===== config.mk =====
export PLATFORM = sky130hd
export DESIGN_NAME = numeric_literal_classifier
export DESIGN_NICKNAME = d
export VERILOG_FILES = /design/src/sv/nlc_pkg.sv /design/src/sv/numeric_literal_classifier.sv /design/src/sv/nlc_word_tracker.sv /design/src/sv/nlc_class_counter.sv
export SDC_FILE = /design/constraint.sdc
export NUM_CORES = 1
export LEC_CHECK = 0
export CORE_ASPECT_RATIO = 1.4
export CORE_MARGIN = 5
export CORE_UTILIZATION = 65
export CTS_BUF_LIST = sky130_fd_sc_hd__clkbuf_2
export CTS_CLUSTER_DIAMETER = 60
export CTS_CLUSTER_SIZE = 40
export DETAILED_ROUTE_END_ITERATION = 10
export DONT_BUFFER_PORTS = 1
export HOLD_SLACK_MARGIN = 0.02
export PLACE_DENSITY = 0.78
export SLEW_MARGIN = 20
export SYNTH_ARGS = -nofsm -noshare
export SYNTH_HDL_FRONTEND = slang
export SYNTH_HIERARCHICAL = 1
export SYNTH_SLANG_ARGS = --single-unit

===== constraint.sdc =====
create_clock -name clk -period 11.6 [get_ports clk]
set_input_delay 1.16 -clock clk [delete_from_list [all_inputs] [get_ports clk]]
set_output_delay 1.16 -clock clk [all_outputs]
set_load 0.02 [all_outputs]

===== src/sv/nlc_pkg.sv =====
// Shared types, character codes and automaton step functions of the literal classifier.
`default_nettype none

package nlc_pkg;

  // Word classes, in priority order
  typedef enum logic [1:0] {
    CLS_DEC  = 2'd0,
    CLS_OCT  = 2'd1,
    CLS_HEX  = 2'd2,
    CLS_NONE = 2'd3
  } cls_t;

  localparam int NUM_CLASSES = 4;
  localparam int OUT_CNT_W   = 16;

  // Lone-zero tracker codes
  typedef enum logic [1:0] {
    LZ_EMPTY = 2'd0,
    LZ_ZERO  = 2'd1,
    LZ_OTHER = 2'd2
  } lz_t;

  // Character codes
  localparam logic [7:0] CHAR_SEP   = 8'h24;  // '$'
  localparam logic [7:0] CHAR_PLUS  = 8'h2B;
  localparam logic [7:0] CHAR_MINUS = 8'h2D;
  localparam logic [7:0] CHAR_ZERO  = 8'h30;
  localparam logic [7:0] CHAR_ONE   = 8'h31;
  localparam logic [7:0] CHAR_SEVEN = 8'h37;
  localparam logic [7:0] CHAR_NINE  = 8'h39;
  localparam logic [7:0] CHAR_UC_A  = 8'h41;
  localparam logic [7:0] CHAR_UC_F  = 8'h46;
  localparam logic [7:0] CHAR_LC_X  = 8'h78;

  // Automaton states
  localparam logic [1:0] DEC_START = 2'd0;
  localparam logic [1:0] DEC_SIGN  = 2'd1;
  localparam logic [1:0] DEC_FINAL = 2'd2;
  localparam logic [1:0] DEC_DEAD  = 2'd3;
  localparam logic [1:0] OCT_START = 2'd0;
  localparam logic [1:0] OCT_FINAL = 2'd1;
  localparam logic [1:0] OCT_DEAD  = 2'd2;
  localparam logic [2:0] HEX_START = 3'd0;
  localparam logic [2:0] HEX_ZERO  = 3'd1;
  localparam logic [2:0] HEX_PFX   = 3'd2;
  localparam logic [2:0] HEX_FINAL = 3'd3;
  localparam logic [2:0] HEX_DEAD  = 3'd4;

  // Alphabet flag bits
  localparam int OK_DEC = 0;
  localparam int OK_OCT = 1;
  localparam int OK_HEX = 2;

  // Character kinds seen by the automata
  typedef struct packed {
    logic sign;
    logic zero;
    logic nonzero;
    logic octal;
    logic hex_letter;
    logic x;
  } char_kind_t;

  // Tracker to counter hand-off
  typedef struct packed {
    logic ended;
    cls_t cls;
  } word_result_t;

  // Decimal: sign, zero, nonzero digit columns
  function automatic logic [1:0] dec_step(input logic [1:0] st, input char_kind_t k);
    logic [1:0] nxt;
    nxt = DEC_DEAD;
    if (k.sign) begin
      nxt = (st == DEC_START) ? DEC_SIGN : DEC_DEAD;
    end else if (k.zero) begin
      nxt = (st == DEC_FINAL) ? DEC_FINAL : DEC_DEAD;
    end else if (k.nonzero) begin
      nxt = (st == DEC_DEAD) ? DEC_DEAD : DEC_FINAL;
    end
    return nxt;
  endfunction

  // Octal: zero, digit 1-7 columns
  function automatic logic [1:0] oct_step(input logic [1:0] st, input char_kind_t k);
    logic [1:0] nxt;
    nxt = OCT_DEAD;
    if (k.zero || k.octal) begin
      case (st)
        OCT_START: nxt = k.zero ? OCT_FINAL : OCT_DEAD;
        OCT_FINAL: nxt = OCT_FINAL;
        default:   nxt = OCT_DEAD;
      endcase
    end
    return nxt;
  endfunction

  // Hexadecimal: 'x', zero, digit or A-F columns
  function automatic logic [2:0] hex_step(input logic [2:0] st, input char_kind_t k);
    logic [2:0] nxt;
    nxt = HEX_DEAD;
    if (k.x) begin
      nxt = (st == HEX_ZERO) ? HEX_PFX : HEX_DEAD;
    end else if (k.zero) begin
      case (st)
        HEX_START: nxt = HEX_ZERO;
        HEX_PFX:   nxt = HEX_FINAL;
        HEX_FINAL: nxt = HEX_FINAL;
        default:   nxt = HEX_DEAD;
      endcase
    end else if (k.nonzero || k.hex_letter) begin
      nxt = (st == HEX_PFX || st == HEX_FINAL) ? HEX_FINAL : HEX_DEAD;
    end
    return nxt;
  endfunction

endpackage

`default_nettype wire


===== src/sv/numeric_literal_classifier.sv =====
// Top level of the numeric literal classifier: input stage, word logic, result stage.
//
//  Channel | Ports              | tdata                         | tuser / tlast
//  --------+--------------------+-------------------------------+----------------------
//  in      | in_t{valid,ready}  | [7:0] character               | tlast: final_char
//  out     | out_t{valid,ready} | dec, oct, hex, other counts   | tuser[1:0]: word_class
//
// One character per cycle while no pending result stalls the input; a word's result is
// offered once its ending character has passed the input register, then the result
// register. The per-word automata step once per request in combinational logic.
// rst_n (synchronous) clears word state, counters and both valid flags.
// A stalled result holds the output register; the input register still drains
// characters that end no word, and stalls only behind a pending result.
`default_nettype none

module numeric_literal_classifier #(
  parameter int COUNT_WIDTH = 16
) (
  input  logic        clk,
  input  logic        rst_n,
  input  logic        in_tvalid,
  output logic        in_tready,
  input  logic [7:0]  in_tdata,   // [7:0] character
  input  logic        in_tlast,   // final_char
  output logic        out_tvalid,
  input  logic        out_tready,
  output logic [63:0] out_tdata,  // [15:0] decimal_count, [31:16] octal_count,
                                  // [47:32] hex_count, [63:48] other_count
  output logic [1:0]  out_tuser   // [1:0] word_class
);
  import nlc_pkg::*;

  logic                                     s1_valid_r;
  logic [7:0]                               s1_char_r;
  logic                                     s1_last_r;
  logic                                     s1_fire;
  logic                                     out_free;
  logic                                     out_valid_r;
  logic [63:0]                              out_data_r;
  cls_t                                     out_cls_r;
  word_result_t                             result;
  logic [NUM_CLASSES-1:0][OUT_CNT_W-1:0]    count_out;

  // Handshake: stage 1 moves on unless it carries a result and the output is full
  assign out_free  = !out_valid_r || out_tready;
  assign s1_fire   = s1_valid_r && (!result.ended || out_free);
  assign in_tready = !s1_valid_r || s1_fire;

  // Input register
  always_ff @(posedge clk) begin
    if (!rst_n) begin
      s1_valid_r <= 1'b0;
    end else if (in_tready) begin
      s1_valid_r <= in_tvalid;
    end
  end

  always_ff @(posedge clk) begin
    if (in_tready && in_tvalid) begin
      s1_char_r <= in_tdata;
      s1_last_r <= in_tlast;
    end
  end

  nlc_word_tracker u_word (
    .clk     (clk),
    .rst_n   (rst_n),
    .step_en (s1_fire),
    .char_in (s1_char_r),
    .last_in (s1_last_r),
    .result  (result)
  );

  nlc_class_counter #(
    .COUNT_WIDTH (COUNT_WIDTH)
  ) u_count (
    .clk       (clk),
    .rst_n     (rst_n),
    .step_en   (s1_fire),
    .result    (result),
    .count_out (count_out)
  );

  // Result register
  always_ff @(posedge clk) begin
    if (!rst_n) begin
      out_valid_r <= 1'b0;
    end else if (s1_fire && result.ended) begin
      out_valid_r <= 1'b1;
    end else if (out_tready) begin
      out_valid_r <= 1'b0;
    end
  end

  always_ff @(posedge clk) begin
    if (s1_fire && result.ended) begin
      out_data_r <= count_out;
      out_cls_r  <= result.cls;
    end
  end

  assign out_tvalid = out_valid_r;
  assign out_tdata  = out_data_r;
  assign out_tuser  = out_cls_r;

endmodule

`default_nettype wire


===== src/sv/nlc_word_tracker.sv =====
// Per-word automata, alphabet flags, lone-zero tracker and word classification.
`default_nettype none

module nlc_word_tracker (
  input  logic                  clk,
  input  logic                  rst_n,
  input  logic                  step_en,
  input  logic [7:0]            char_in,
  input  logic                  last_in,
  output nlc_pkg::word_result_t result
);
  import nlc_pkg::*;

  logic [1:0] dec_r, dec_nxt, dec_tk;
  logic [1:0] oct_r, oct_nxt, oct_tk;
  logic [2:0] hex_r, hex_nxt, hex_tk;
  logic [2:0] ok_r, ok_nxt, ok_tk;
  lz_t        lz_r, lz_nxt, lz_tk;
  char_kind_t kind;
  logic       is_sep;
  logic       ended;
  cls_t       cls;

  // Character decode
  always_comb begin
    is_sep          = (char_in == CHAR_SEP);
    kind.sign       = (char_in == CHAR_PLUS) || (char_in == CHAR_MINUS);
    kind.zero       = (char_in == CHAR_ZERO);
    kind.nonzero    = char_in inside {[CHAR_ONE:CHAR_NINE]};
    kind.octal      = char_in inside {[CHAR_ONE:CHAR_SEVEN]};
    kind.hex_letter = char_in inside {[CHAR_UC_A:CHAR_UC_F]};
    kind.x          = (char_in == CHAR_LC_X);
  end

  // Word state after taking the character (separator is not taken)
  always_comb begin
    dec_tk = dec_r;
    oct_tk = oct_r;
    hex_tk = hex_r;
    ok_tk  = ok_r;
    lz_tk  = lz_r;
    if (!is_sep) begin
      dec_tk = dec_step(dec_r, kind);
      oct_tk = oct_step(oct_r, kind);
      hex_tk = hex_step(hex_r, kind);
      if (!(kind.sign || kind.zero || kind.nonzero)) ok_tk[OK_DEC] = 1'b0;
      if (!(kind.zero || kind.octal)) ok_tk[OK_OCT] = 1'b0;
      if (!(kind.x || kind.zero || kind.nonzero || kind.hex_letter)) ok_tk[OK_HEX] = 1'b0;
      lz_tk = (lz_r == LZ_EMPTY && kind.zero) ? LZ_ZERO : LZ_OTHER;
    end
  end

  // Classification with priority decimal, octal, hex, none
  always_comb begin
    ended = is_sep || last_in;
    if ((ok_tk[OK_DEC] && dec_tk == DEC_FINAL) || lz_tk == LZ_ZERO) begin
      cls = CLS_DEC;
    end else if (ok_tk[OK_OCT] && oct_tk == OCT_FINAL) begin
      cls = CLS_OCT;
    end else if (ok_tk[OK_HEX] && hex_tk == HEX_FINAL) begin
      cls = CLS_HEX;
    end else begin
      cls = CLS_NONE;
    end
    result.ended = ended;
    result.cls   = cls;
  end

  // Next word state: cleared when the word ends
  always_comb begin
    dec_nxt = dec_r;
    oct_nxt = oct_r;
    hex_nxt = hex_r;
    ok_nxt  = ok_r;
    lz_nxt  = lz_r;
    if (step_en) begin
      if (ended) begin
        dec_nxt = DEC_START;
        oct_nxt = OCT_START;
        hex_nxt = HEX_START;
        ok_nxt  = '1;
        lz_nxt  = LZ_EMPTY;
      end else begin
        dec_nxt = dec_tk;
        oct_nxt = oct_tk;
        hex_nxt = hex_tk;
        ok_nxt  = ok_tk;
        lz_nxt  = lz_tk;
      end
    end
  end

  always_ff @(posedge clk) begin
    if (!rst_n) begin
      dec_r <= DEC_START;
      oct_r <= OCT_START;
      hex_r <= HEX_START;
      ok_r  <= '1;
      lz_r  <= LZ_EMPTY;
    end else begin
      dec_r <= dec_nxt;
      oct_r <= oct_nxt;
      hex_r <= hex_nxt;
      ok_r  <= ok_nxt;
      lz_r  <= lz_nxt;
    end
  end

endmodule

`default_nettype wire


===== src/sv/nlc_class_counter.sv =====
// Four saturating word-class counters.
`default_nettype none

module nlc_class_counter #(
  parameter int COUNT_WIDTH = 16
) (
  input  logic                                                    clk,
  input  logic                                                    rst_n,
  input  logic                                                    step_en,
  input  nlc_pkg::word_result_t                                   result,
  output logic [nlc_pkg::NUM_CLASSES-1:0][nlc_pkg::OUT_CNT_W-1:0] count_out
);
  import nlc_pkg::*;

  localparam int ExtW = (COUNT_WIDTH > OUT_CNT_W) ? COUNT_WIDTH : OUT_CNT_W;

  logic [NUM_CLASSES-1:0][COUNT_WIDTH-1:0] cnt_r, cnt_nxt;
  logic [NUM_CLASSES-1:0][ExtW-1:0]        cnt_ext;

  // Counts after this word: only the selected class moves, stopping at full scale
  always_comb begin
    for (int i = 0; i < NUM_CLASSES; i++) begin
      cnt_nxt[i] = cnt_r[i];
      if (result.cls == cls_t'(i) && !(&cnt_r[i])) begin
        cnt_nxt[i] = cnt_r[i] + 1'b1;
      end
      cnt_ext[i]   = ExtW'(cnt_nxt[i]);
      count_out[i] = cnt_ext[i][OUT_CNT_W-1:0];
    end
  end

  always_ff @(posedge clk) begin
    if (!rst_n) begin
      cnt_r <= '0;
    end else if (step_en && result.ended) begin
      cnt_r <= cnt_nxt;
    end
  end

endmodule

`default_nettype wire


==> summary.txt <==
Clock network
  • CTS tree: yes
  • Clock latency on the worst-skew pair: 680 ps
  • Total setup buffers inserted after CTS: 0
  • H-tree levels: 4
  • Clk sinks: roughly 150
  • # resized after CTS: 0
  • Root buf cell: clkbuf_2
  • Clk slew on worst S/H paths: about 200 ps
  • CTS Buf Count: 17
  • Clock tree buffer depth: 2
  • # hold bufs at CTS: 0

GRT
  • First-pass GRT wire length: 25.2 mm
  • GRT Util Overall: 22.2%
  • GRT Residual Overflow: 0
  • Number of global-route vias before repair: 5,224
  • Initial antenna violation count: 0
  • Largest net degree at the start of global routing: 85

Finish
  • Reg area: between 3000 and 4000 sq um
  • Commonest non-fill, non-tap cell in the layout: dfxtp_1
  • Design area: 7870 sq um
  • Fillers: 851
  • Final net count: 740
  • Layout area overhead: 3.28%
  • Antenna cells: 0
  • Most frequent cells in the layout: dfxtp_1 (78), edfxtp_1 (75), nand2_1 (72)
  • Multi-input combinational cell area: roughly 3600 sq um
  • Proportion of layout cells with a drive suffix above 1: 8.56%

Yosys
  • Synth Register Bits: about 150
  • Post-synth EDFFs: 75
  • YS warnings: 6
  • Ys flop type: dfxtp_1
  • Yosys cell types: a little under 70
  • Post-Syn Area: 7620 sq um
  • Cells after Synth: 736
  • Mean Syn Cell Area: between 10 and 15 sq um
  • Post-synth ARST share: 0%
  • Synthesized net count: 753
  • Sequential share of the synthesized area: approximately half

Floorplan
  • Number of cell rows: 46
  • Die area: 14,000 sq um
  • Total core area: 11,400 sq um
  • Die W: 102 microns
  • Die height: 138 microns
  • Starting Density: between 60% and 70%
  • Io pins: 81

Detailed routing
  • DRT Pass-1 Iters: 5
  • Total number of vias: 5,334
  • Drt total wl: 15.0 mm
  • Antenna-violating nets left: 0
  • Initial DRC count: 330
  • Vias per cell: 6.06
  • Residual DRC: 0
  • Wire length per cell: approximately 17 microns

Placed design
  • Routability Congestion: about 0.88
  • Area post-placement: about 7700 sq um
  • HPWL after DPL: 10.4 mm
  • IO Port Bufs: 0
  • DP Worst Slack: 7200 ps

Setup path
  • CP Class: reg -> reg
  • Worst r2r dst: out_tdata[57]
  • Crit path cell chain: nor4bb_2, nand2_1, mux2_4, a41o_1, a31oi_1, and2_1, nand4_1, or3_1, or2_2, xnor2_1
  • Slowest CP cell: nor4bb_2
  • Cell family with most CP delay: simple AND/OR/NAND/NOR gates
  • Crit path launch type: flop
  • Launch point of the worst path: s1_char_r[7]
  • R2R depth: 10
  • Slowest stage delay, CP: 700 ps
  • Req. time, crit path: 12,040 ps
  • Worst Setup End Kind: flop
  • R2R setup slack: 7450 ps
  • Crit Reg-Reg Startpoint: s1_char_r[7]
  • Critical path peak fanout: 10
  • CP Data Arrival Time: 4600 ps
  • CP Buf/Inv Count: 0

Flow run
  • Max-cap violations: 0

STA
  • Setup violations, final: 0
  • Fmax: between 0.2 and 0.25 GHz
  • Setup TNS: 0 ps
  • Period minus WS final: approximately 4200 ps
  • Tcrit/Tclk final: 35.8%
  • Least-Margin Pin Slew: 971 ps
  • Setup WS post-layout: 7450 ps
  • Slew margin rel.: about a third
  • Final Slew Violations: 0
  • Post-Route Skew: 39.7 ps
  • Hold Vio Cnt, Final: 0
  • Unrepaired setup endpoints after global routing: false
  • Hold_ws: 480 ps

Run status
  • Run status: finished clean

Power and ir drop
  • Max VDD drop: 0.0652 mV
  • Pwr Density: 111 nW/um^2
  • Leak: 3.06 nW

Min path
  • Hold path startpoint: u_word/ok_r[2]
  • Hold Path Class: reg -> reg
  • Worst hold stages: 1
  • Hold Path Sink: u_word/ok_r[2]
[cells in the mapped netlist (3+ instances only)]
library cell  instances  area (sq um)
nor2_1               45           169
o21ai_0              13          65.1
or2_2                 4          25.0
nand2b_1             14          87.6
inv_1                11          41.3
edfxtp_1             75          2250
nand3_1              26           130
a21o_1                3          22.5
a21boi_1              5          37.5
nor3b_1               7          52.6
buf_2                 9          45.0
nor3_1               29           145
and2_1               52           325
a31oi_1               4          25.0
nand2_1              72           270
xor2_1               58           508
o211ai_1              7          52.6
nand4b_1              3          26.3
ha_1                  4          50.1
o21a_1                5          37.5
and4_1                5          43.8
a21boi_0              6          45.0
nor4_1               19           119
and3_1                7          43.8
buf_4                 5          37.5
mux2i_1               8          80.1
xnor2_1              46           403
nor2b_1               7          43.8
clkbuf_1             19          71.3
nand4_1              25           156
a21oi_1               8          40.0
dfxtp_1              78          1560
mux2_2                3          33.8
or3_1                10          62.6
[sequential cells by signal, indices dropped and copies added (netlist names)]
signal	flops
out_tuser	2
s1_last_r	1
u_word/dec_r	2
u_word/oct_r	2
out_tdata	64
u_count/cnt_r	64
s1_char_r	8
u_word/lz_r	2
u_word/ok_r	3
s1_valid_r	1
u_word/hex_r	3
out_tvalid	1
[power by group]
group / leakage, nW / switching [mW] / internal (mW)
logic: 1.51 / 0.0172 / 0.00931
clock network: 0.132 / 0.182 / 0.0788
registers: 1.41 / 0.0110 / 0.573
[kinds of logic after synthesis]
logic type	count (synthesis)	share of synthesized area, %
compound gates	70	6.83
xor+xnor	104	12.0
fa+ha+maj	4	0.657
buf+inv	47	2.84
flops	153	50.0
mux	12	1.69
simple gates	346	26.0
[area by class of cell]
class,count,area share [%]
Tap cell,144,2.29
Sequential cell,153,48.5
Timing Repair Buffer,4,0.382
Inverter,11,0.525
Clock inverter,12,1.29
Multi-Input combinational cell,536,45.8
Clock buffer,20,1.27
[worst max path at each step]
stage,to,slack (ps),cells past startpoint
floorplan,out_tdata[0],7000,6
global placement,out_tdata[57],7370,10
detailed placement,out_tdata[57],7200,10
CTS,out_tdata[57],7170,10
global route,out_tdata[57],7120,10
finish,out_tdata[57],7450,10
[per-layer routing]
layer  global-route usage (%)  wire length (microns)
met1                     26.9                   6070
met2                     37.2                   7710
met3                     5.69                    879
met4                     9.24                    336
met5                        0                      0
[per-stage QoR]
stage                     utilization (%)  total power [mW]  std cells
final                                69.1             0.871        880
after global routing                 69.1             0.912        880
after CTS                            69.0             0.883        880
after detailed placement             67.2             0.622        848
after global placement               67.2             0.620        848
after floorplan                         -             0.618        736
Note: power is estimated with default switching activity, not from simulation.
